File: config.mk
export PLATFORM = sky130hd
export DESIGN_NAME = gbkf_mul
export DESIGN_NICKNAME = d
export VERILOG_FILES = /design/src/rtl/gbkf_pkg.sv /design/src/rtl/gbkf_mul.sv
export SDC_FILE = /design/constraint.sdc
export NUM_CORES = 2
export LEC_CHECK = 0
export BUFFER_PORTS_ARGS = -buffer_cell sky130_fd_sc_hd__buf_4
export CORE_MARGIN = 3
export CORE_UTILIZATION = 60
export CTS_CLUSTER_DIAMETER = 30
export DETAILED_ROUTE_END_ITERATION = 8
export HOLD_SLACK_MARGIN = 0.1
export PLACE_DENSITY = 0.8
export SYNTH_ARGS = -nofsm -noshare
export SYNTH_HDL_FRONTEND = slang
export SYNTH_SLANG_ARGS = --single-unit
File: constraint.sdc
create_clock -name aclk -period 8.6 [get_ports aclk]
set_clock_uncertainty 0.2 [all_clocks]
set_input_delay 0.86 -clock aclk [delete_from_list [all_inputs] [get_ports aclk]]
set_output_delay 0.86 -clock aclk [all_outputs]
set_load 0.02 [all_outputs]
File: src/rtl/gbkf_pkg.sv
// ----------------------------------------------------------------------------
// gbkf_pkg
// Types, constants and helpers shared by the gyro bias Kalman filter.
// ----------------------------------------------------------------------------
package gbkf_pkg;

    localparam int unsigned NUM_AXES_DEF = 3;
    localparam logic signed [31:0] COV_INIT = 32'sd1677722;
    localparam logic signed [31:0] ONE_Q24 = 32'sd16777216;

    // Register indexes.
    localparam logic [2:0] REG_PERIOD  = 3'd0;
    localparam logic [2:0] REG_RNOISE  = 3'd1;
    localparam logic [2:0] REG_QANGLE  = 3'd2;
    localparam logic [2:0] REG_QCROSSA = 3'd3;
    localparam logic [2:0] REG_QCROSSB = 3'd4;
    localparam logic [2:0] REG_QBIAS   = 3'd5;

    typedef struct packed {
        logic [1:0]         axis;
        logic signed [31:0] measured_angle;
        logic signed [31:0] gyro_rate;
    } gbkf_in_t;

    typedef struct packed {
        logic [1:0]         axis_out;
        logic signed [31:0] fused_angle;
        logic signed [31:0] corrected_rate;
    } gbkf_out_t;

    // Divider control and status.
    typedef struct packed {
        logic               start;
        logic signed [31:0] num;
        logic signed [31:0] den;
    } gbkf_div_req_t;

    typedef struct packed {
        logic               done;
        logic signed [31:0] quo;
    } gbkf_div_rsp_t;

    // Saturate a 34-bit sum to 32 bits.
    function automatic logic signed [31:0] sat34(input logic signed [33:0] v);
        if (v > 34'sd2147483647) begin
            return 32'sh7FFFFFFF;
        end else if (v < -34'sd2147483648) begin
            return 32'sh80000000;
        end else begin
            return v[31:0];
        end
    endfunction

    function automatic logic signed [31:0] add_sat(input logic signed [31:0] a,
                                                   input logic signed [31:0] b);
        return sat34(34'(a) + 34'(b));
    endfunction

    function automatic logic signed [31:0] sub_sat(input logic signed [31:0] a,
                                                   input logic signed [31:0] b);
        return sat34(34'(a) - 34'(b));
    endfunction

endpackage

File: src/rtl/gbkf_mul.sv
// ----------------------------------------------------------------------------
// gbkf_mul
// Shared rounding multiplier: registered 33x32 product, then round-to-nearest
// (ties up), shift by 16 or 24, saturate to 32 bits.
// ----------------------------------------------------------------------------
module gbkf_mul
    import gbkf_pkg::*;
(
    input  logic               aclk,
    input  logic signed [32:0] op_a,
    input  logic signed [31:0] op_b,
    input  logic               shift24,
    output logic signed [31:0] result
);

    logic signed [64:0] prod_reg;
    logic               sh_reg;
    logic signed [64:0] rnd;
    logic signed [64:0] shv;

    // Product register stage.
    always_ff @(posedge aclk) begin
        prod_reg <= 65'(op_a) * 65'(op_b);
        sh_reg   <= shift24;
    end

    // Round, arithmetic shift (floor), saturate.
    always_comb begin
        if (sh_reg) begin
            rnd = prod_reg + (65'sd1 <<< 23);
            shv = rnd >>> 24;
        end else begin
            rnd = prod_reg + (65'sd1 <<< 15);
            shv = rnd >>> 16;
        end
        if (shv > 65'sd2147483647) begin
            result = 32'sh7FFFFFFF;
        end else if (shv < -65'sd2147483648) begin
            result = 32'sh80000000;
        end else begin
            result = shv[31:0];
        end
    end

endmodule

==> impl_metrics.py <==
metrics = {
    "run_status": {
        "outcome": "finished, final reports clean",
    },
    "grt": {
        "met2_usage_pct": 53.7,
        "grt_max_degree": 72,
        "use_met3_pct": 3.73,
        "grt_pass1_vias": 33166,
        "gr-total-overflow": 0,
        "met1_usage_pct": 37.3,
        "busiest_layer": "met2",
        "grt_pass1_wl_um": 168000,
        "track_usage_pct": 30.4,
        "antenna_found_initial": 2,
    },
    "timing": {
        "period_share_pct": 96.3,
        "fmax_mhz": 121,
        "setup_viol": 0,
        "tns_ns": 0,
        "min_period_ns": 8.28,
        "relSlewSlack_pct": 24.3,
        "worst_pin_slew_ns": 1.13,
        "final_hold_viol_count": 0,
        "drv_slew": 0,
        "rsz0062_at_grt": "false",
    },
    "cts": {
        "cts_hold_buf": 0,
        "cts_sinks": 51,
        "cts_tree": "built",
        "ctsLongestPathBuffers": 2,
        "clkTransAtPathRegs_ns": 0.06,
        "root_buffer": "clkbuf_16",
        "cts-buffers-inserted": 5,
        "cts_max_level": 2,
    },
    "layout": {
        "synthToLayoutAreaGrowth_pct": 4.74,
        "largest_register_ffs": 50,
        "drive_gt1_share_pct": 6.09,
        "nNetsFinal": 5682,
        "fillers": 5260,
    },
    "floorplan": {
        "coreArea_um2": 66000,
        "die_h_um": 264,
        "num_rows": 94,
        "dieArea_um2": 69900,
        "start_util_pct": 60.7,
        "dieWidth_um": 264,
        "ios": 99,
    },
    "flow_run": {
        "cap_violations": 0,
    },
    "placed_design": {
        "port_buffers": 98,
        "dp_hpwl_um": 85300,
        "place.gp.congestion": 0.935,
    },
    "detailed_routing": {
        "dr.pass1.iters": 5,
        "wirelength_um": 100000,
        "drc_errors": 0,
        "drt_iter0_drc": 1999,
        "wire_per_inst_um": 19.3,
        "vias_per_cell": 5.61,
        "vias": 29082,
        "ant_nets": 0,
    },
    "logic_synthesis": {
        "syn_inst": 4344,
        "synth-edff-count": 0,
        "yosys_warnings": 0,
        "synth_seq_cells": 51,
        "synth_top_flop_cell": "dfxtp_1",
        "syn_area_per_cell_um2": 9.22,
        "syn_nets": 5706,
        "yosysSeqAreaShare_pct": 2.55,
        "syn-cell-area_um2": 40100,
        "async_flop_share_pct": 0,
        "synth_cell_types": 68,
    },
    "worst_setup_path": {
        "crit_path_end": "prod_reg[64]",
        "critPathMaxFanout": 20,
        "startpoint": "op_b[9]",
        "critical_path.endpoint_type": "register",
        "arrival_ns": 8.30,
        "required_ns": 8.62,
        "worst-setup-path-type": "in -> reg",
        "critPathLaunchType": "input pin",
    },
    "hold_path": {
        "hp-class": "in -> reg",
        "hp-start": "shift24",
    },
}
metrics by stage:
step / instance area (µm²) / hold slack (ns) / setup slack [ns] / util [%] / std cells
floorplan: 40100 / 0.688 / 0.116 / - / 4344
global placement: 41800 / 0.767 / 0.208 / 63.3 / 5174
detailed placement: 41800 / 0.775 / 0.0957 / 63.3 / 5174
CTS: 41900 / 0.478 / 0.367 / 63.5 / 5181
global route: 42000 / 0.477 / 0.0212 / 63.6 / 5185
finish: 42000 / 0.477 / 0.318 / 63.6 / 5186
per-layer routing:
layer	routed length (µm)	up-vias	part of all wire, %
li1	-	12465	-
met1	36400	14930	36
met2	51200	1268	51
met3	6280	419	6.3
met4	6250	0	6.2
met5	0	-	0
synthesized netlist by cell type (3+ instances only):
cell | number | area share, %
o21ai_1 | 4 | 0.050
fa_1 | 1111 | 56
o21a_1 | 5 | 0.094
inv_1 | 1025 | 9.6
dfxtp_1 | 51 | 2.5
o311a_1 | 3 | 0.075
o211ai_1 | 4 | 0.075
o21ai_0 | 39 | 0.49
ha_1 | 184 | 5.7
nor3_1 | 23 | 0.29
nand2b_1 | 10 | 0.16
nor4_4 | 4 | 0.21
a211oi_1 | 10 | 0.19
a21o_1 | 32 | 0.60
xor2_1 | 57 | 1.2
o21bai_1 | 5 | 0.094
and3_1 | 8 | 0.12
buf_6 | 8 | 0.22
buf_2 | 9 | 0.11
a31oi_1 | 4 | 0.062
nand2_1 | 596 | 5.6
a21oi_1 | 75 | 0.94
nor4_1 | 7 | 0.11
mux2i_1 | 4 | 0.10
nand3_1 | 33 | 0.41
and2_1 | 508 | 7.9
nor2b_1 | 6 | 0.094
o211a_1 | 3 | 0.075
clkbuf_1 | 208 | 1.9
nor3_2 | 7 | 0.17
o21ai_2 | 29 | 0.63
nand4_1 | 22 | 0.34
and4_1 | 5 | 0.11
nor2_1 | 104 | 0.97
xnor2_1 | 89 | 1.9
or3_1 | 10 | 0.16
final cells by class:
type / instances / area (µm²) / area share, %
clock buffers: 5 / 125 / 0.298
multi-input cells: 3038 / 34300 / 81.7
well taps: 864 / 1080 / 2.58
inverters: 1026 / 3850 / 9.19
clock inverters: 2 / 37.5 / 0.0895
flip-flops and latches: 51 / 1020 / 2.44
diodes: 2 / 5.00 / 0.0119
repair buffers: 198 / 1560 / 3.72
logic make-up (layout without fill, tap and decap cells):
group / Yosys count / count (layout) / share of synthesized area, %
simple gates: 1357 / 1357 / 17.1
fa+ha+maj: 1295 / 1295 / 61.3
buf+inv: 1255 / 1231 / 11.9
compound gates: 236 / 236 / 3.87
xor+xnor: 146 / 146 / 3.19
flops: 51 / 51 / 2.55
mux: 4 / 4 / 0.0999
other cells: 0 / 2 / 0
placed cells by master, fill, tap and decap left out, types with 4 or more instances in the layout:
cell type,n
nor2b_1,6
o21ai_0,39
nor3_2,7
nor3_1,23
ha_1,184
fa_1,1109
nand4_1,22
nand2_1,596
and4_1,5
and2_1,508
xor2_1,57
nand3_1,33
nand2b_1,10
nor4_4,4
nor4_1,7
o21ai_2,29
a31oi_1,4
o21a_1,5
o21bai_1,5
or3_1,10
a211oi_1,10
a21o_1,32
a21oi_1,74
o211ai_1,4
buf_4,192
buf_12,6
o21ai_1,4
mux2i_1,4
xnor2_1,89
and3_1,8
dfxtp_1,50
nor2_1,104
clkbuf_16,5
inv_1,1024
how the worst min path moves through the flow:
stage	end	cells past startpoint	slack (ns)
2_1_floorplan	sh_reg	0	0.69
6_report	sh_reg	1	0.48
3_5_place_dp	sh_reg	1	0.77
4_1_cts	sh_reg	1	0.48
3_3_place_gp	sh_reg	1	0.77
5_1_grt	sh_reg	1	0.48
critical path, cell delays in order:
cell and delay [ns]:
buf_4 0.21, and2_1 0.21, fa_2 0.65, inv_1 0.10, fa_2 0.64, clkinvlp_4 0.18, buf_4 0.18, fa_1 0.56
fa_1 0.43, fa_1 0.48, fa_1 0.55, inv_1 0.05, fa_1 0.53, inv_1 0.06, fa_1 0.48, ha_1 0.33
buf_4 0.16, a21o_1 0.16, a21o_1 0.20, a21o_1 0.18, a21oi_1 0.17, o311a_1 0.19, o211ai_1 0.15, a31o_2 0.28
a21oi_1 0.17, xnor2_1 0.13
repair_timing:
item	CTS	global route
setup endpoints to repair	0	1
resized for setup	0	3
setup buffers	0	3
endpoints found under the hold margin	0	0
Power is not shown: default switching activity piles up to over one toggle a cycle in this logic, so the estimate is an artifact.
