**src/rtl/gbkf_pkg.sv**
```systemverilog
// ----------------------------------------------------------------------------
// gbkf_pkg
// Types, constants and helpers shared by the gyro bias Kalman filter.
// ----------------------------------------------------------------------------
package gbkf_pkg;

    localparam int unsigned NUM_AXES_DEF = 3;
    localparam logic signed [31:0] COV_INIT = 32'sd1677722;
    localparam logic signed [31:0] ONE_Q24 = 32'sd16777216;

    // Register indexes.
    localparam logic [2:0] REG_PERIOD  = 3'd0;
    localparam logic [2:0] REG_RNOISE  = 3'd1;
    localparam logic [2:0] REG_QANGLE  = 3'd2;
    localparam logic [2:0] REG_QCROSSA = 3'd3;
    localparam logic [2:0] REG_QCROSSB = 3'd4;
    localparam logic [2:0] REG_QBIAS   = 3'd5;

    typedef struct packed {
        logic [1:0]         axis;
        logic signed [31:0] measured_angle;
        logic signed [31:0] gyro_rate;
    } gbkf_in_t;

    typedef struct packed {
        logic [1:0]         axis_out;
        logic signed [31:0] fused_angle;
        logic signed [31:0] corrected_rate;
    } gbkf_out_t;

    // Divider control and status.
    typedef struct packed {
        logic               start;
        logic signed [31:0] num;
        logic signed [31:0] den;
    } gbkf_div_req_t;

    typedef struct packed {
        logic               done;
        logic signed [31:0] quo;
    } gbkf_div_rsp_t;

    // Saturate a 34-bit sum to 32 bits.
    function automatic logic signed [31:0] sat34(input logic signed [33:0] v);
        if (v > 34'sd2147483647) begin
            return 32'sh7FFFFFFF;
        end else if (v < -34'sd2147483648) begin
            return 32'sh80000000;
        end else begin
            return v[31:0];
        end
    endfunction

    function automatic logic signed [31:0] add_sat(input logic signed [31:0] a,
                                                   input logic signed [31:0] b);
        return sat34(34'(a) + 34'(b));
    endfunction

    function automatic logic signed [31:0] sub_sat(input logic signed [31:0] a,
                                                   input logic signed [31:0] b);
        return sat34(34'(a) - 34'(b));
    endfunction

endpackage

```
**src/rtl/gbkf_div.sv**
```systemverilog
// ----------------------------------------------------------------------------
// gbkf_div
// Restoring divider, one quotient bit a cycle: (num * 2^24) / den truncated
// toward zero and saturated; zero when den is not positive.
// ----------------------------------------------------------------------------
module gbkf_div
    import gbkf_pkg::*;
(
    input  logic          aclk,
    input  logic          aresetn,
    input  gbkf_div_req_t req,
    output gbkf_div_rsp_t rsp
);

    localparam int unsigned NBITS = 56;

    logic [55:0] dvd_reg, dvd_next;
    logic [31:0] rem_reg, rem_next;
    logic [30:0] den_reg, den_next;
    logic        neg_reg, neg_next;
    logic        zero_reg, zero_next;
    logic [5:0]  cnt_reg, cnt_next;
    logic        busy_reg, busy_next;
    logic        done_reg, done_next;
    logic [32:0] trial;
    logic [31:0] num_mag;
    logic signed [57:0] sq;

    assign num_mag = req.num[31] ? 32'(-req.num) : req.num;
    assign trial   = {rem_reg, dvd_reg[55]} - {2'b0, den_reg};

    always_comb begin
        dvd_next  = dvd_reg;
        rem_next  = rem_reg;
        den_next  = den_reg;
        neg_next  = neg_reg;
        zero_next = zero_reg;
        cnt_next  = cnt_reg;
        busy_next = busy_reg;
        done_next = 1'b0;
        if (req.start) begin
            dvd_next  = {num_mag, 24'd0};
            rem_next  = '0;
            den_next  = req.den[30:0];
            neg_next  = req.num[31];
            zero_next = (req.den <= 0);
            cnt_next  = 6'(NBITS);
            busy_next = 1'b1;
        end else if (busy_reg) begin
            // One shift-subtract step.
            if (!trial[32]) begin
                rem_next = trial[31:0];
            end else begin
                rem_next = {rem_reg[30:0], dvd_reg[55]};
            end
            dvd_next = {dvd_reg[54:0], ~trial[32]};
            cnt_next = cnt_reg - 6'd1;
            if (cnt_reg == 6'd1) begin
                busy_next = 1'b0;
                done_next = 1'b1;
            end
        end
    end

    always_ff @(posedge aclk) begin
        if (!aresetn) begin
            busy_reg <= 1'b0;
            done_reg <= 1'b0;
            cnt_reg  <= '0;
        end else begin
            busy_reg <= busy_next;
            done_reg <= done_next;
            cnt_reg  <= cnt_next;
        end
        dvd_reg  <= dvd_next;
        rem_reg  <= rem_next;
        den_reg  <= den_next;
        neg_reg  <= neg_next;
        zero_reg <= zero_next;
    end

    // Apply sign, saturate.
    always_comb begin
        sq = neg_reg ? -58'(dvd_reg) : 58'(dvd_reg);
        rsp.done = done_reg;
        if (zero_reg) begin
            rsp.quo = '0;
        end else if (sq > 58'sd2147483647) begin
            rsp.quo = 32'sh7FFFFFFF;
        end else if (sq < -58'sd2147483648) begin
            rsp.quo = 32'sh80000000;
        end else begin
            rsp.quo = sq[31:0];
        end
    end

endmodule

```
**config.mk**
```make
export PLATFORM = sky130hd
export DESIGN_NAME = gbkf_div
export DESIGN_NICKNAME = d
export VERILOG_FILES = /design/src/rtl/gbkf_pkg.sv /design/src/rtl/gbkf_div.sv
export SDC_FILE = /design/constraint.sdc
export NUM_CORES = 1
export LEC_CHECK = 0
export BUFFER_PORTS_ARGS = -buffer_cell sky130_fd_sc_hd__buf_2
export CAP_MARGIN = 20
export CORE_MARGIN = 4
export CORE_UTILIZATION = 56
export CTS_BUF_LIST = sky130_fd_sc_hd__clkbuf_2 sky130_fd_sc_hd__clkbuf_4 sky130_fd_sc_hd__clkbuf_8
export CTS_CLUSTER_SIZE = 14
export DETAILED_ROUTE_END_ITERATION = 6
export PLACE_DENSITY = 0.8
export RECOVER_POWER = 50
export SLEW_MARGIN = 0
export SYNTH_ARGS = -nofsm -noshare
export SYNTH_HDL_FRONTEND = slang
export SYNTH_SLANG_ARGS = --single-unit
```
**constraint.sdc**
```tcl
create_clock -name aclk -period 3.25 [get_ports aclk]
set_input_delay 0.1625 -clock aclk [delete_from_list [all_inputs] [get_ports aclk]]
set_output_delay 0.1625 -clock aclk [all_outputs]
set_load 0.01 [all_outputs]
```
==> results.cfg, run 1 <==
[synth]
syn_area_per_cell_sq_um = 8.646
yosysSeqAreaShare = 0.3434
synth_edf_count = 65
synth_nets = 1192
ys_async_sr_fraction = 0
ys_ff_latch = 129
yosys-top-cells-count = nor2_1, nand2_1, o21ai_0
synth_cell_types = 75
netlist_area_sq_um = 9415
synthFlopType = edfxtp_1
ys.warnings.count = 0
synth.most_common_cell = nor2_1
yosysTopAreaCell = edfxtp_1
synth_top_area_frac = 0.2073
synthCells = 1089
synth.area.top_cells = edfxtp_1, dfxtp_1, xor2_1, mux2i_1, ha_1

[finish]
largest_reg_flops = 56
area_delta_synth_final_pct = 28.86
layout.nets = 1437
drive_above_1_share = 0.2546
antenna_cells = 0

[grt]
grt_pass1_vias = 8973
grt_overflow = 0
grt_antenna_before_repair = 0
grt_pass1_wl_microns = 43090
grt_use_total = 0.2851
grt_max_degree = 67

[worst_setup_path]
critPathRequiredTime_ps = 3090
worst_setup_path_start_kind = register
slowest_delay_ps = 580
crit_path_max_fanout = 31
cp_slowest_cell = or4_4
r2r_start = dvd_reg[55]$_DFFE_PP_
r2r_slack_ps = 150
r2r-end = dvd_reg[0]$_SDFFE_PP0P_
ff2ff_path_depth = 14
cp.arrival_ps = 3950
critPathTopFamily = simple AND/OR/NAND/NOR gates
endpoint_kind = primary output
crit_type = register to primary output
cp_num_buf_inv = 5
crit_path_start = dvd_reg[27]$_DFFE_PP_
crit_chain = or4_4 -> buf_6 -> nor4_4 -> buf_4 -> nand4_1 -> nor3_2 -> xor2_1 -> or4_1 -> nor4_1 -> buf_4 -> a31oi_4 -> buf_12 -> o21ai_4 -> buf_6

[status]
status = finished with violations
violations = max-capacitance violations, max-slew violations, negative setup slack

[die]
num_rows = 47
ios = 100
start_util = 0.5698
die_area_sq_um = 18950
dieWidth_microns = 137.7
coreArea_sq_um = 16520
die_h_microns = 137.7

[hold_path]
min_path_cells = 3
hp-class = input pin to register
holdPathEnd = dvd_reg[24]$_DFFE_PP_
hp-start = req[32]

[cts]
cts_buffers = 17
htree_levels = 4
clk_latency_ps = 450
clk_pin_slew_ps = 80
cts.sinks = 129
ctsRootBufferMaster = clkbuf_8
clock_path_buffers = 2
cts_tree = yes

[power]
vdd_drop_max_v = 0.0004838
power_mw = 4.990
p_leak_nw = 4.993
power_density_nw_per_um2 = 411.3

[route]
firstDrtPassIters = 5
remaining_drc_errors = 0
detail-route-antenna-nets = 0
wl_per_cell_microns = 17.35
vias = 9329
wl_microns = 27200
drt_iter0_markers = 737
viasPerCell = 5.953

[timing]
relSlewSlack = -0.2514
setup_viol_count_final = 31
post-route-period-util = 1.264
hold_violations = 0
fmax_mhz = 243.4
tns_ps = -25740
tightest_slew_ps = 1877
rsz0062_at_grt = yes
finalCriticalPeriod_ps = 4108
slew_violations = 41
clock-skew-final_ps = 11.58
post-route-worst-setup-slack_ps = -858.0

[flow_run]
maxCapViolations = 1

[placement]
io_buffers = 99
gp_congestion = 0.9511
dp_hpwl_microns = 19170
repair_timing:
action / in CTS / in global routing
resized for setup: 4 / 35
endpoints found under the hold margin: 35 / 0
setup endpoints to repair: 31 / 62
buffers inserted: 5 / 7
cloned: 1 / 2
pin swaps: 1 / 10
hold buffers: 32 / 0
power breakdown:
group          internal (mW)  total [mW]  leakage [nW]  switching [mW]
sequential              1.85        1.95          1.18          0.0986
combinational          0.708        1.57          3.59           0.861
clock                  0.780        1.48         0.217           0.695
cell usage in the layout, fill, tap and decap left out, drive strengths merged, types with 14 or more instances in the layout:
cell	synthesis	layout
ha	35	35
nor2	100	100
or4	20	20
nand3	26	26
mux2i	54	54
nor4	25	25
buf	19	223
edfxtp	65	65
nor3	29	29
clkbuf	46	54
nand4	14	14
a211oi	28	28
a21oi	59	59
o21ai	88	88
xor2	64	64
o31ai	21	21
a21o	14	14
dfxtp	64	64
inv	52	58
xnor2	32	32
or3	21	21
dlygate4sd3	0	32
nand2	83	83
stage by stage:
stage	utilization	worst slack (ps)	hold WS (ps)	instances	instance area [sq um]
CTS	0.7264	-824.1	8.587	1560	12000
global placement	0.6769	-308.1	354.6	1490	11190
global route	0.7342	-978.3	37.37	1567	12130
detailed placement	0.6769	-371.5	357.0	1490	11190
finish	0.7342	-858.0	48.18	1567	12130
floorplan	-	-185.2	261.4	1089	9582
worst min-delay path: stages:
cell and delay (ps):
buf_2 110, nand2_1 50, o21ai_0 60
logic make-up (layout without fill, tap and decap cells):
logic type | after synthesis | in the layout | synth area share
AOI/OAI and AO/OA | 290 | 290 | 0.2024
xor gates and xnor gates | 96 | 96 | 0.08930
adders and majority gates | 36 | 36 | 0.04864
buffers and inverters | 118 | 376 | 0.05475
DFF | 129 | 129 | 0.3434
and+or+nand+nor | 362 | 362 | 0.1993
muxes | 58 | 58 | 0.06219
area by class of cell:
class,instances,area [sq um]
multi-input cells,842,5914
fillers,1256,4392
flip-flops and latches,129,3238
repair buffers,291,2087
well taps,220,275.3
clock buffers,18,241.5
inverters,53,198.9
clock inverters,14,177.7
per-layer routing:
metal  part of all wire  routed length (microns)  global-route usage  vias to the layer above
li1                   -                        -                   -                     4503
met1               0.42                    11370              0.3439                     4473
met2               0.51                    13790              0.5084                      305
met3              0.053                     1446             0.05478                       48
met4              0.022                      586             0.09368                        0
met5                  0                        0                   0                        -
worst max-delay path by stage:
stage | slack [ps] | cells after the start | to
after floorplan | -190 | 11 | rsp[10]
after global placement | -310 | 13 | rsp[3]
after detailed placement | -370 | 13 | rsp[3]
after CTS | -820 | 14 | rsp[28]
after global routing | -980 | 14 | rsp[0]
final | -860 | 14 | rsp[3]
Note: power is estimated with default switching activity, not from simulation.
==> inputs of run 2 (changes only) <==
--- a/config.mk
+++ b/config.mk
@@ -8,11 +8,10 @@
 export BUFFER_PORTS_ARGS = -buffer_cell sky130_fd_sc_hd__buf_2
 export CAP_MARGIN = 20
 export CORE_MARGIN = 4
-export CORE_UTILIZATION = 56
-export CTS_BUF_LIST = sky130_fd_sc_hd__clkbuf_2 sky130_fd_sc_hd__clkbuf_4 sky130_fd_sc_hd__clkbuf_8
+export CORE_UTILIZATION = 54
 export CTS_CLUSTER_SIZE = 14
 export DETAILED_ROUTE_END_ITERATION = 6
-export PLACE_DENSITY = 0.8
+export PLACE_DENSITY = 0.77
 export RECOVER_POWER = 50
 export SLEW_MARGIN = 0
 export SYNTH_ARGS = -nofsm -noshare
==> run 2 against run 1 <==
The run still ends with max-capacitance violations, max-slew violations, negative setup slack left. Hold slack got worse by 30 ps. Utilization is 0.61 points lower. Critical path depth is 1 lower. Register-to-register slack worse by 30 ps. Largest power group unchanged. Highest routed layer unchanged.
==> results.cfg, run 2 (same netlist as run 1, synthesis figures left out) <==
[status]
status = finished with violations
violations = max-capacitance violations, max-slew violations, negative setup slack

[placement]
place_ws_ps = -447.4
dp_hpwl_microns = 18950
gp_congestion = 0.9555
io_buffers = 99
dpl-instance-area_sq_um = 11150

[finish]
antenna_cells = 0
largest_reg_flops = 56
layout.nets = 1435
drive_above_1_share = 0.2647
final_common_cell = buf_4
final_cell_mix = buf_4, nor2_1, nand2_1
area_delta_synth_final_pct = 32.84
final_area_sq_um = 12510

[cts]
cts.sinks = 129
cts_buffers = 17
htree_levels = 4
clk_latency_ps = 420
cts_tree = yes
clock_path_buffers = 2
clk_pin_slew_ps = 70
ctsRootBufferMaster = clkbuf_16

[route]
remaining_drc_errors = 0
wl_per_cell_microns = 17.30
wl_microns = 27170
vias = 9276
drt_iter0_markers = 672
viasPerCell = 5.908
detail-route-antenna-nets = 0
firstDrtPassIters = 5

[power]
p_leak_nw = 5.139
vdd_drop_max_v = 0.0003937
power_density_nw_per_um2 = 430.9

[die]
coreArea_sq_um = 17180
dieWidth_microns = 140.0
die_area_sq_um = 19610
start_util = 0.5481
die_h_microns = 140.0
ios = 100
num_rows = 48

[hold_path]
hp-class = input pin to register
min_path_cells = 2
holdPathEnd = busy_reg$_SDFF_PN0_
hp-start = aresetn

[timing]
fmax_mhz = 244.8
rsz0062_at_grt = yes
slew_violations = 44
hold_violations = 0
setup_viol_count_final = 31
post-route-worst-setup-slack_ps = -834.9
tns_ps = -24760
relSlewSlack = -0.3322
finalCriticalPeriod_ps = 4085
clock-skew-final_ps = 7.689
tightest_slew_ps = 1998
post-route-period-util = 1.257

[grt]
grt_pass1_wl_microns = 43200
grt_pass1_vias = 8925
grt_use_total = 0.2664
grt_antenna_before_repair = 0
grt_max_degree = 66
grt_overflow = 0

[worst_setup_path]
ff2ff_path_depth = 12
r2r-end = rem_reg[25]$_SDFFE_PP0P_
endpoint_kind = primary output
worst_setup_path_start_kind = register
r2r_start = dvd_reg[55]$_DFFE_PP_
critPathRequiredTime_ps = 3090
r2r_slack_ps = 120
crit_type = register to primary output
crit_path_max_fanout = 6
cp.arrival_ps = 3920

[flow_run]
maxCapViolations = 1
## run 2: worst max path at each step
stage | start | slack (ps) | cells past startpoint | to
2_1_floorplan | dvd_reg[32]$_DFFE_PP_ | -190 | 11 | rsp[10]
3_3_place_gp | dvd_reg[33]$_DFFE_PP_ | -330 | 11 | rsp[30]
3_5_place_dp | dvd_reg[27]$_DFFE_PP_ | -450 | 11 | rsp[10]
4_1_cts | dvd_reg[38]$_DFFE_PP_ | -790 | 13 | rsp[7]
5_1_grt | dvd_reg[13]$_SDFFE_PP0P_ | -970 | 13 | rsp[5]
6_report | dvd_reg[24]$_DFFE_PP_ | -830 | 13 | rsp[5]
## run 2: worst max-delay path, stage by stage, from the launching register on
cell,delay (ps)
edfxtp_1,410
or4_4,600
nor4_4,150
buf_4,190
nand4_4,130
or4_4,580
o32ai_1,170
o32ai_2,140
or4_4,450
o21ai_4,160
buf_12,160
buf_6,150
o21ai_2,70
buf_2,140
## run 2: through the flow
step	util	hold slack, ps	total power [mW]	std cells
CTS	0.7103	8.444	5.323	1555
global placement	0.6493	354.4	3.379	1484
detailed placement	0.6493	356.1	3.414	1484
global route	0.7281	25.04	5.635	1570
finish	0.7281	17.86	5.389	1570
floorplan	-	261.4	2.935	1089
## run 2: layout make-up
cell class	count	area, sq um
Tap cell	225	281.5
Multi-Input combinational cell	842	6018
Clock buffer	18	450.4
Sequential cell	129	3237
Inverter	53	198.9
Clock inverter	14	115.1
Fill cell	1293	4669
Timing Repair Buffer	289	2206
## run 2: power by group
part,switching (mW),total (mW),leakage (nW),internal (mW)
Sequential,0.103,1.95,1.18,1.85
Clock,0.806,1.85,0.280,1.04
Combinational,0.864,1.59,3.68,0.724
## run 2: layer usage
metal  vias to the layer above  wire (microns)  track usage
li1                       4516               -            -
met1                      4407           11450       0.3330
met2                       297           13620       0.4667
met3                        56            1357      0.04234
met4                         0             739      0.09434
met5                         -               0            0
## run 2: what timing repair did
action | in CTS | in global routing
cloned | 1 | 4
hold buffers | 31 | 0
endpoints found under the hold margin | 31 | 0
setup endpoints to repair | 35 | 63
pin swaps | 8 | 19
setup buffers | 7 | 11
resized for setup | 16 | 35
